`src/hw/rtl/assert_macros.svh`:
```
// assertion helpers for the low-pass filter rtl
`ifndef ASSERT_MACROS_SVH
`define ASSERT_MACROS_SVH

// checked only outside reset
`define ASSERT_CLK(label, prop, msg) \
  label: assert property (@(posedge clk) disable iff (rst) prop) else $error(msg);

// checked on every edge, reset included
`define ASSERT_ALWAYS(label, prop, msg) \
  label: assert property (@(posedge clk) prop) else $error(msg);

`endif

```
`src/hw/rtl/cfl_pkg.sv`:
```
package cfl_pkg;

  // sample, coefficient and state widths
  localparam int COEF_W = 24;
  localparam int DELAY_W = 40;
  localparam int FRAC_BITS = 23;
  // delay words are multiplied in two halves
  localparam int HALF_W = DELAY_W / 2;
  localparam int PART_W = HALF_W + 1;
  localparam int PROD_W = COEF_W + PART_W;
  localparam int ACC_W = 64;
  localparam int ASR_W = ACC_W - FRAC_BITS;
  localparam int SUM_W = ASR_W + 1;

  localparam int CFG_IDX_W = 2;

  // register indexes
  localparam logic [CFG_IDX_W-1:0] REG_B0 = 2'd0;
  localparam logic [CFG_IDX_W-1:0] REG_B1 = 2'd1;
  localparam logic [CFG_IDX_W-1:0] REG_A1 = 2'd2;

  localparam logic signed [DELAY_W-1:0] DELAY_MAX = {1'b0, {(DELAY_W-1){1'b1}}};
  localparam logic signed [DELAY_W-1:0] DELAY_MIN = {1'b1, {(DELAY_W-1){1'b0}}};
  localparam logic signed [COEF_W-1:0] OUT_MAX = {1'b0, {(COEF_W-1){1'b1}}};
  localparam logic signed [COEF_W-1:0] OUT_MIN = {1'b1, {(COEF_W-1){1'b0}}};

  // one-hot sequencer states: idle plus one per step of a section
  typedef enum logic [8:0] {
    S_IDLE  = 9'b000000001,
    S_A_LO  = 9'b000000010,
    S_A_HI  = 9'b000000100,
    S_B1_LO = 9'b000001000,
    S_B1_HI = 9'b000010000,
    S_B0_LO = 9'b000100000,
    S_B0_HI = 9'b001000000,
    S_Y_ACC = 9'b010000000,
    S_Y_OUT = 9'b100000000
  } state_t;

  // accumulator control from the sequencer
  typedef struct packed {
    logic load;
    logic add;
  } mac_ctl_t;

  // clamp a sum to the 40-bit delay range
  function automatic logic signed [DELAY_W-1:0] sat_delay(input logic signed [SUM_W-1:0] v);
    logic signed [DELAY_W-1:0] r;
    if (v > SUM_W'(DELAY_MAX)) begin
      r = DELAY_MAX;
    end else if (v < SUM_W'(DELAY_MIN)) begin
      r = DELAY_MIN;
    end else begin
      r = v[DELAY_W-1:0];
    end
    return r;
  endfunction

  // clamp a sum to the 24-bit sample range
  function automatic logic signed [COEF_W-1:0] sat_out(input logic signed [SUM_W-1:0] v);
    logic signed [COEF_W-1:0] r;
    if (v > SUM_W'(OUT_MAX)) begin
      r = OUT_MAX;
    end else if (v < SUM_W'(OUT_MIN)) begin
      r = OUT_MIN;
    end else begin
      r = v[COEF_W-1:0];
    end
    return r;
  endfunction

endpackage

```
`src/hw/rtl/cfl_mac.sv`:
```
module cfl_mac (
  input  logic                                clk,
  input  logic signed [cfl_pkg::COEF_W-1:0]   coef,
  input  logic signed [cfl_pkg::PART_W-1:0]   part,
  input  cfl_pkg::mac_ctl_t                   ctl,
  output logic signed [cfl_pkg::ASR_W-1:0]    acc_asr
);

  logic signed [cfl_pkg::PROD_W-1:0] prod;
  logic signed [cfl_pkg::ACC_W-1:0]  acc;

  // partial product, registered before accumulation
  always_ff @(posedge clk) begin
    prod <= coef * part;
  end

  // low half loads, high half adds in shifted by the half width
  always_ff @(posedge clk) begin
    if (ctl.load) begin
      acc <= cfl_pkg::ACC_W'(prod);
    end else if (ctl.add) begin
      acc <= acc + (cfl_pkg::ACC_W'(prod) <<< cfl_pkg::HALF_W);
    end
  end

  // arithmetic shift right drops the fraction bits
  assign acc_asr = acc[cfl_pkg::ACC_W-1:cfl_pkg::FRAC_BITS];

endmodule

```
`src/hw/rtl/cascaded_first_order_lowpass.sv`:
```
// Two cascaded first-order IIR low-pass sections on signed Q1.23 samples.
// Input channel: in_valid/in_ready with sample_in; a transaction is taken
// when both are high. Output channel: out_valid/out_ready with sample_out.
// Coefficients b0, b1, a1 are written through cfg_we/cfg_index/cfg_data
// (index 0, 1, 2; index 3 is ignored). The user must write them only while
// the filter is idle; the block itself does not enforce it. All products
// go through one 24x21 multiplier with a 64-bit accumulator; each 24x40
// product takes two passes (low and high half of the delay). A section
// steps through a1*d, b1*d, b0*w, then the output sum. in_ready is high
// only while the sequencer is idle, so a new sample is taken only after
// the previous one has run through both sections.
// The result sits in an output register, so a new sample is taken while
// the previous result waits; if the receiver still stalls when the next
// result is done, the sequencer holds in its last step until it drains.
// Reset (rst, synchronous) clears coefficients, both delay words, the
// sequencer and out_valid.
`include "assert_macros.svh"

module cascaded_first_order_lowpass (
  input  logic                                clk,
  input  logic                                rst,
  input  logic                                in_valid,
  output logic                                in_ready,
  input  logic signed [cfl_pkg::COEF_W-1:0]   sample_in,
  output logic                                out_valid,
  input  logic                                out_ready,
  output logic signed [cfl_pkg::COEF_W-1:0]   sample_out,
  input  logic                                cfg_we,
  input  logic [cfl_pkg::CFG_IDX_W-1:0]       cfg_index,
  input  logic [cfl_pkg::COEF_W-1:0]          cfg_data
);

  cfl_pkg::state_t state, state_next;
  logic sec;

  logic signed [cfl_pkg::COEF_W-1:0]  coef_b0, coef_b1, coef_a1;
  logic signed [cfl_pkg::DELAY_W-1:0] d1, d2;
  logic signed [cfl_pkg::DELAY_W-1:0] x;
  logic signed [cfl_pkg::ASR_W-1:0]   ysum;

  logic signed [cfl_pkg::DELAY_W-1:0] dsel;
  logic signed [cfl_pkg::COEF_W-1:0]  mul_coef;
  logic signed [cfl_pkg::PART_W-1:0]  mul_part;
  cfl_pkg::mac_ctl_t                  mac_ctl;
  logic signed [cfl_pkg::ASR_W-1:0]   acc_asr;

  logic signed [cfl_pkg::SUM_W-1:0]   w_sum, y_sum;
  logic in_fire, finish;

  assign in_ready = (state == cfl_pkg::S_IDLE);
  assign in_fire  = in_valid && in_ready;
  assign finish   = (state == cfl_pkg::S_Y_OUT) && sec && (!out_valid || out_ready);

  // configuration registers
  always_ff @(posedge clk) begin
    if (rst) begin
      coef_b0 <= '0;
      coef_b1 <= '0;
      coef_a1 <= '0;
    end else if (cfg_we) begin
      unique case (cfg_index)
        cfl_pkg::REG_B0: coef_b0 <= cfg_data;
        cfl_pkg::REG_B1: coef_b1 <= cfg_data;
        cfl_pkg::REG_A1: coef_a1 <= cfg_data;
        default: ;
      endcase
    end
  end

  // delay word of the active section
  assign dsel = sec ? d2 : d1;

  // multiplier operand and accumulator control per step
  always_comb begin
    mul_coef = coef_b0;
    mul_part = $signed({1'b0, dsel[cfl_pkg::HALF_W-1:0]});
    mac_ctl  = '0;
    unique case (state)
      cfl_pkg::S_A_LO: begin
        mul_coef = coef_a1;
      end
      cfl_pkg::S_A_HI: begin
        mul_coef = coef_a1;
        mul_part = $signed({dsel[cfl_pkg::DELAY_W-1], dsel[cfl_pkg::DELAY_W-1:cfl_pkg::HALF_W]});
        mac_ctl.load = 1'b1;
      end
      cfl_pkg::S_B1_LO: begin
        mul_coef = coef_b1;
        mac_ctl.add = 1'b1;
      end
      cfl_pkg::S_B1_HI: begin
        mul_coef = coef_b1;
        mul_part = $signed({dsel[cfl_pkg::DELAY_W-1], dsel[cfl_pkg::DELAY_W-1:cfl_pkg::HALF_W]});
        mac_ctl.load = 1'b1;
      end
      cfl_pkg::S_B0_LO: begin
        mac_ctl.add = 1'b1;
      end
      cfl_pkg::S_B0_HI: begin
        mul_part = $signed({dsel[cfl_pkg::DELAY_W-1], dsel[cfl_pkg::DELAY_W-1:cfl_pkg::HALF_W]});
        mac_ctl.load = 1'b1;
      end
      cfl_pkg::S_Y_ACC: begin
        mac_ctl.add = 1'b1;
      end
      cfl_pkg::S_IDLE, cfl_pkg::S_Y_OUT: ;
      default: ;
    endcase
  end

  cfl_mac u_mac (
    .clk     (clk),
    .coef    (mul_coef),
    .part    (mul_part),
    .ctl     (mac_ctl),
    .acc_asr (acc_asr)
  );

  // w = x - (a1*d >> 23), y = (b1*d >> 23) + (b0*w >> 23)
  assign w_sum = cfl_pkg::SUM_W'(x) - cfl_pkg::SUM_W'(acc_asr);
  assign y_sum = cfl_pkg::SUM_W'(ysum) + cfl_pkg::SUM_W'(acc_asr);

  // sequencer
  always_comb begin
    state_next = state;
    unique case (state)
      cfl_pkg::S_IDLE:  if (in_fire) state_next = cfl_pkg::S_A_LO;
      cfl_pkg::S_A_LO:  state_next = cfl_pkg::S_A_HI;
      cfl_pkg::S_A_HI:  state_next = cfl_pkg::S_B1_LO;
      cfl_pkg::S_B1_LO: state_next = cfl_pkg::S_B1_HI;
      cfl_pkg::S_B1_HI: state_next = cfl_pkg::S_B0_LO;
      cfl_pkg::S_B0_LO: state_next = cfl_pkg::S_B0_HI;
      cfl_pkg::S_B0_HI: state_next = cfl_pkg::S_Y_ACC;
      cfl_pkg::S_Y_ACC: state_next = cfl_pkg::S_Y_OUT;
      cfl_pkg::S_Y_OUT: begin
        if (!sec) begin
          state_next = cfl_pkg::S_A_LO;
        end else if (finish) begin
          state_next = cfl_pkg::S_IDLE;
        end
      end
      default: state_next = cfl_pkg::S_IDLE;
    endcase
  end

  always_ff @(posedge clk) begin
    if (rst) begin
      state <= cfl_pkg::S_IDLE;
      sec   <= 1'b0;
    end else begin
      state <= state_next;
      if (in_fire) begin
        sec <= 1'b0;
      end else if (state == cfl_pkg::S_Y_OUT && !sec) begin
        sec <= 1'b1;
      end
    end
  end

  // section input: the sample, then the clamped first-section output
  always_ff @(posedge clk) begin
    if (in_fire) begin
      x <= cfl_pkg::DELAY_W'(sample_in);
    end else if (state == cfl_pkg::S_Y_OUT && !sec) begin
      x <= cfl_pkg::sat_delay(y_sum);
    end
  end

  // b1 term held while b0*w runs
  always_ff @(posedge clk) begin
    if (state == cfl_pkg::S_B0_HI) begin
      ysum <= acc_asr;
    end
  end

  // delay update: w replaces d once b1*d has read the old value
  always_ff @(posedge clk) begin
    if (rst) begin
      d1 <= '0;
      d2 <= '0;
    end else if (state == cfl_pkg::S_B1_HI) begin
      if (sec) begin
        d2 <= cfl_pkg::sat_delay(w_sum);
      end else begin
        d1 <= cfl_pkg::sat_delay(w_sum);
      end
    end
  end

  // output register
  always_ff @(posedge clk) begin
    if (rst) begin
      out_valid <= 1'b0;
    end else begin
      if (out_valid && out_ready) begin
        out_valid <= 1'b0;
      end
      if (finish) begin
        out_valid <= 1'b1;
      end
    end
  end

  always_ff @(posedge clk) begin
    if (finish) begin
      sample_out <= cfl_pkg::sat_out(y_sum);
    end
  end

  // checks
  `ASSERT_CLK(a_fixed_latency, in_valid && in_ready |-> ##16 (state == cfl_pkg::S_Y_OUT && sec), "sample did not reach the last step in 16 cycles")
  `ASSERT_CLK(a_result_source, $rose(out_valid) |-> $past(state == cfl_pkg::S_Y_OUT && sec), "out_valid rose outside the final step")
  `ASSERT_ALWAYS(a_reset_clear, rst |=> (d1 == '0 && d2 == '0 && !out_valid && in_ready), "reset left state behind")

endmodule

```
`config.mk`:
```
export PLATFORM = sky130hd
export DESIGN_NAME = cascaded_first_order_lowpass
export DESIGN_NICKNAME = d
export VERILOG_FILES = /design/src/hw/rtl/cfl_pkg.sv /design/src/hw/rtl/cfl_mac.sv /design/src/hw/rtl/cascaded_first_order_lowpass.sv
export VERILOG_INCLUDE_DIRS = /design/src /design/src/hw/rtl
export SDC_FILE = /design/constraint.sdc
export NUM_CORES = 2
export LEC_CHECK = 0
export ABC_AREA = 1
export BUFFER_PORTS_ARGS = -buffer_cell sky130_fd_sc_hd__buf_2
export CORE_MARGIN = 3
export CORE_UTILIZATION = 34
export CTS_CLUSTER_SIZE = 12
export DETAILED_ROUTE_END_ITERATION = 7
export GPL_ROUTABILITY_DRIVEN = 0
export SYNTH_ARGS = -nofsm -noshare
export SYNTH_HDL_FRONTEND = slang
export SYNTH_SLANG_ARGS = --single-unit
```
`constraint.sdc`:
```
create_clock -name clk -period 7.36 [get_ports clk]
set_input_delay 0.736 -clock clk [delete_from_list [all_inputs] [get_ports clk]]
set_output_delay 0.736 -clock clk [all_outputs]
set_load 0.02 [all_outputs]
```
==> flow_summary.json <==
{
  "run_status": "finished, violations left",
  "failed_checks": "negative setup slack",
  "setup_ws_ps": -320,
  "synthesis.yosys.warnings": 0,
  "syn-mean-instance-area_um2": 7.57,
  "vias": 37900,
  "final-max-slew-violation-count": 0,
  "crit-reg2reg-launch": "state[5]",
  "grt_pass1_wl_mm": 217,
  "drtAntennaViolNets": 0,
  "postSynth.asyncResetShare_pct": 0,
  "pin_count": 81,
  "cts_max_level": 2,
  "grt_pass1_vias": 37800,
  "skew_pair_late_insertion_delay_ps": 620,
  "dp.cells": 7462,
  "synth.net_count": 6312,
  "die_wd_um": 356,
  "final.fill_count": 11900,
  "nNetsFinal": 6831,
  "hp-start": "cfg_data[10]",
  "arrival_ps": 8190,
  "fin_area_um2": 51500,
  "power_density_nw_per_um2": 105,
  "placementRows": 127,
  "register_area_um2": 8650,
  "path_class": "reg2reg",
  "dpl_cell_area_um2": 46900,
  "final_common_cell": "nand2_1",
  "clk_transition_reported_paths_ps": 60,
  "grt.overflow.total": 0,
  "crit_end_category": "flip-flop",
  "hold_path_class": "in2reg",
  "routed_wire_length_mm": 144,
  "cts.root.buffer_cell": "clkbuf_16",
  "synth_seq_area_share_pct": 20.8,
  "worst-slew-pin-transition_ps": 1210,
  "slew-limit-headroom_pct": 19.0,
  "postLayoutCoreUtil_pct": 42.7,
  "final_cell_mix": "nand2_1, inv_1, nor2_1, fa_1, buf_4",
  "final_clock_period_utilization_by_the_worst_path_pct": 104,
  "hold_slack_ps": 431,
  "crit_fanout": 8,
  "totalPowerFinal_mw": 5.41,
  "cts_buffers": 42,
  "drt-vias-per-instance": 4.95,
  "shortest_clock_period_the_worst_path_allows_after_layout_ps": 7680,
  "tritoncts": "yes",
  "synth-seq-cells": 357,
  "cp-startpoint": "state[5]",
  "wl_per_cell_um": 18.9,
  "initial_utilization_pct": 34.5,
  "detailedRoute.firstIterationViolations": 3190,
  "finalSetupTns_ps": -4620,
  "layout.cells.non_filler": 7658,
  "final-hold-violation-count": 0,
  "core_area_um2": 121000,
  "critical-path-max-stage-delay_ps": 600,
  "numPortBuffers": 80,
  "grtUsageTotal_pct": 22.1,
  "drcViolationCount": 0,
  "critPathRequiredTime_ps": 7870,
  "grt_antenna_before_repair": 11,
  "final-setup-viol-count": 23,
  "finalClockSkew_ps": 48.8,
  "dieHeight_um": 356,
  "setup.worst_path.start_class": "flip-flop",
  "yosys_most_used_dff": "dfxtp_1",
  "clock-sinks": 357,
  "grt_start_max_net_pins": 87,
  "synthesis.instances": 5496,
  "clock_tree.buffer_depth": 3,
  "place_worst_setup_slack_ps": -745,
  "power_leakage_nw": 25.1,
  "timing.critical_path.mode_cell": "fa_1",
  "design.die.area_um2": 127000,
  "drt_pass1_iterations": 6,
  "max_freq_ghz": 0.130,
  "synth.distinct_cells": 56,
  "vdd.ir_drop.worst_v": 0.000200,
  "synth_area_um2": 41600,
  "grt_setup_unrepaired": "yes",
  "drive_gt1_share_pct": 20.4,
  "dp.final_hpwl_mm": 116,
  "critical_path.slowest_cell": "fa_1",
  "cap_viol_max_count": 0,
  "synth_edf_count": 149,
  "area_delta_synth_final_pct": 23.9,
  "multi_input_gate_area_um2": 29400
}
## flip-flops by register name, summed over array words and instances (netlist names)
register / count
x: 40
u_mac.prod: 45
d1: 40
state: 9
out_valid: 1
sec: 1
coef_b0: 24
ysum: 41
coef_a1: 24
coef_b1: 24
d2: 40
sample_out: 24
u_mac.acc: 44
## power breakdown
group	internal (mW)	switching, mW	total [mW]
registers	2.14	0.0358	2.17
clock network	1.13	0.904	2.04
logic	0.392	0.806	1.20
total	3.66	1.75	5.41
## layer usage
metal	share of wire [%]	wire [um]	up-vias	track usage [%]
li1	-	-	17900	-
met4	4.4	6290	0	8.10
met1	41	59400	18200	28.5
met5	0	0	-	0
met2	47	67500	1495	37.1
met3	7.8	11300	327	3.74
## synthesized netlist by cell type, types with 61 or more instances
| cell type | n | share of area, % |
|---|---|---|
| o21ai_0 | 202 | 2.4 |
| nor2_1 | 640 | 5.8 |
| a21oi_1 | 307 | 3.7 |
| dfxtp_1 | 208 | 10 |
| buf_2 | 61 | 0.73 |
| fa_1 | 519 | 25 |
| nand3_1 | 193 | 2.3 |
| xor2_1 | 75 | 1.6 |
| ha_1 | 242 | 7.3 |
| edfxtp_1 | 149 | 11 |
| nand2_1 | 1197 | 11 |
| inv_1 | 1164 | 11 |
## kinds of logic after synthesis
family          after synthesis  share of synthesized area [%]
fa+ha+maj                   761                           32.3
mux                           1                         0.0541
flops                       357                           20.8
simple gates               2168                           21.2
xor+xnor                    122                           2.57
compound gates              726                           10.2
buf+inv                    1361                           12.9
## layout make-up
type | count | area share (%)
antenna | 5 | 0.0243
timing repair buffer | 635 | 10.8
inverter | 1201 | 8.86
tap | 1612 | 3.91
multi-input combinational | 3778 | 57.1
clock buffer | 52 | 2.19
clock inverter | 18 | 0.335
sequential | 357 | 16.8
## worst paths after layout
path / endpoint / slack (ps) / cells past startpoint
setup reg to reg: u_mac.prod[44] / -320 / 35
hold reg to reg: coef_a1[1] / 460 / 2
hold / removal: coef_b0[10] / 430 / 3
setup / recovery: u_mac.prod[44] / -320 / 35
## worst max-delay path, delay by kind of cell, from the launching register on
family,cells,cell delay [ps]
buf+inv,13,1310
compound gates,2,310
fa+ha+maj,8,3850
simple gates,11,1630
xor+xnor,1,120
flops,1,330
## what timing repair did
action / in CTS / in global routing
hold buffers: 0 / 0
gates cloned: 0 / 6
gates resized for setup: 245 / 375
endpoints found under the setup margin: 28 / 33
buffers inserted: 46 / 75
pin swaps: 84 / 178
Note: power is estimated with default switching activity, not from simulation.
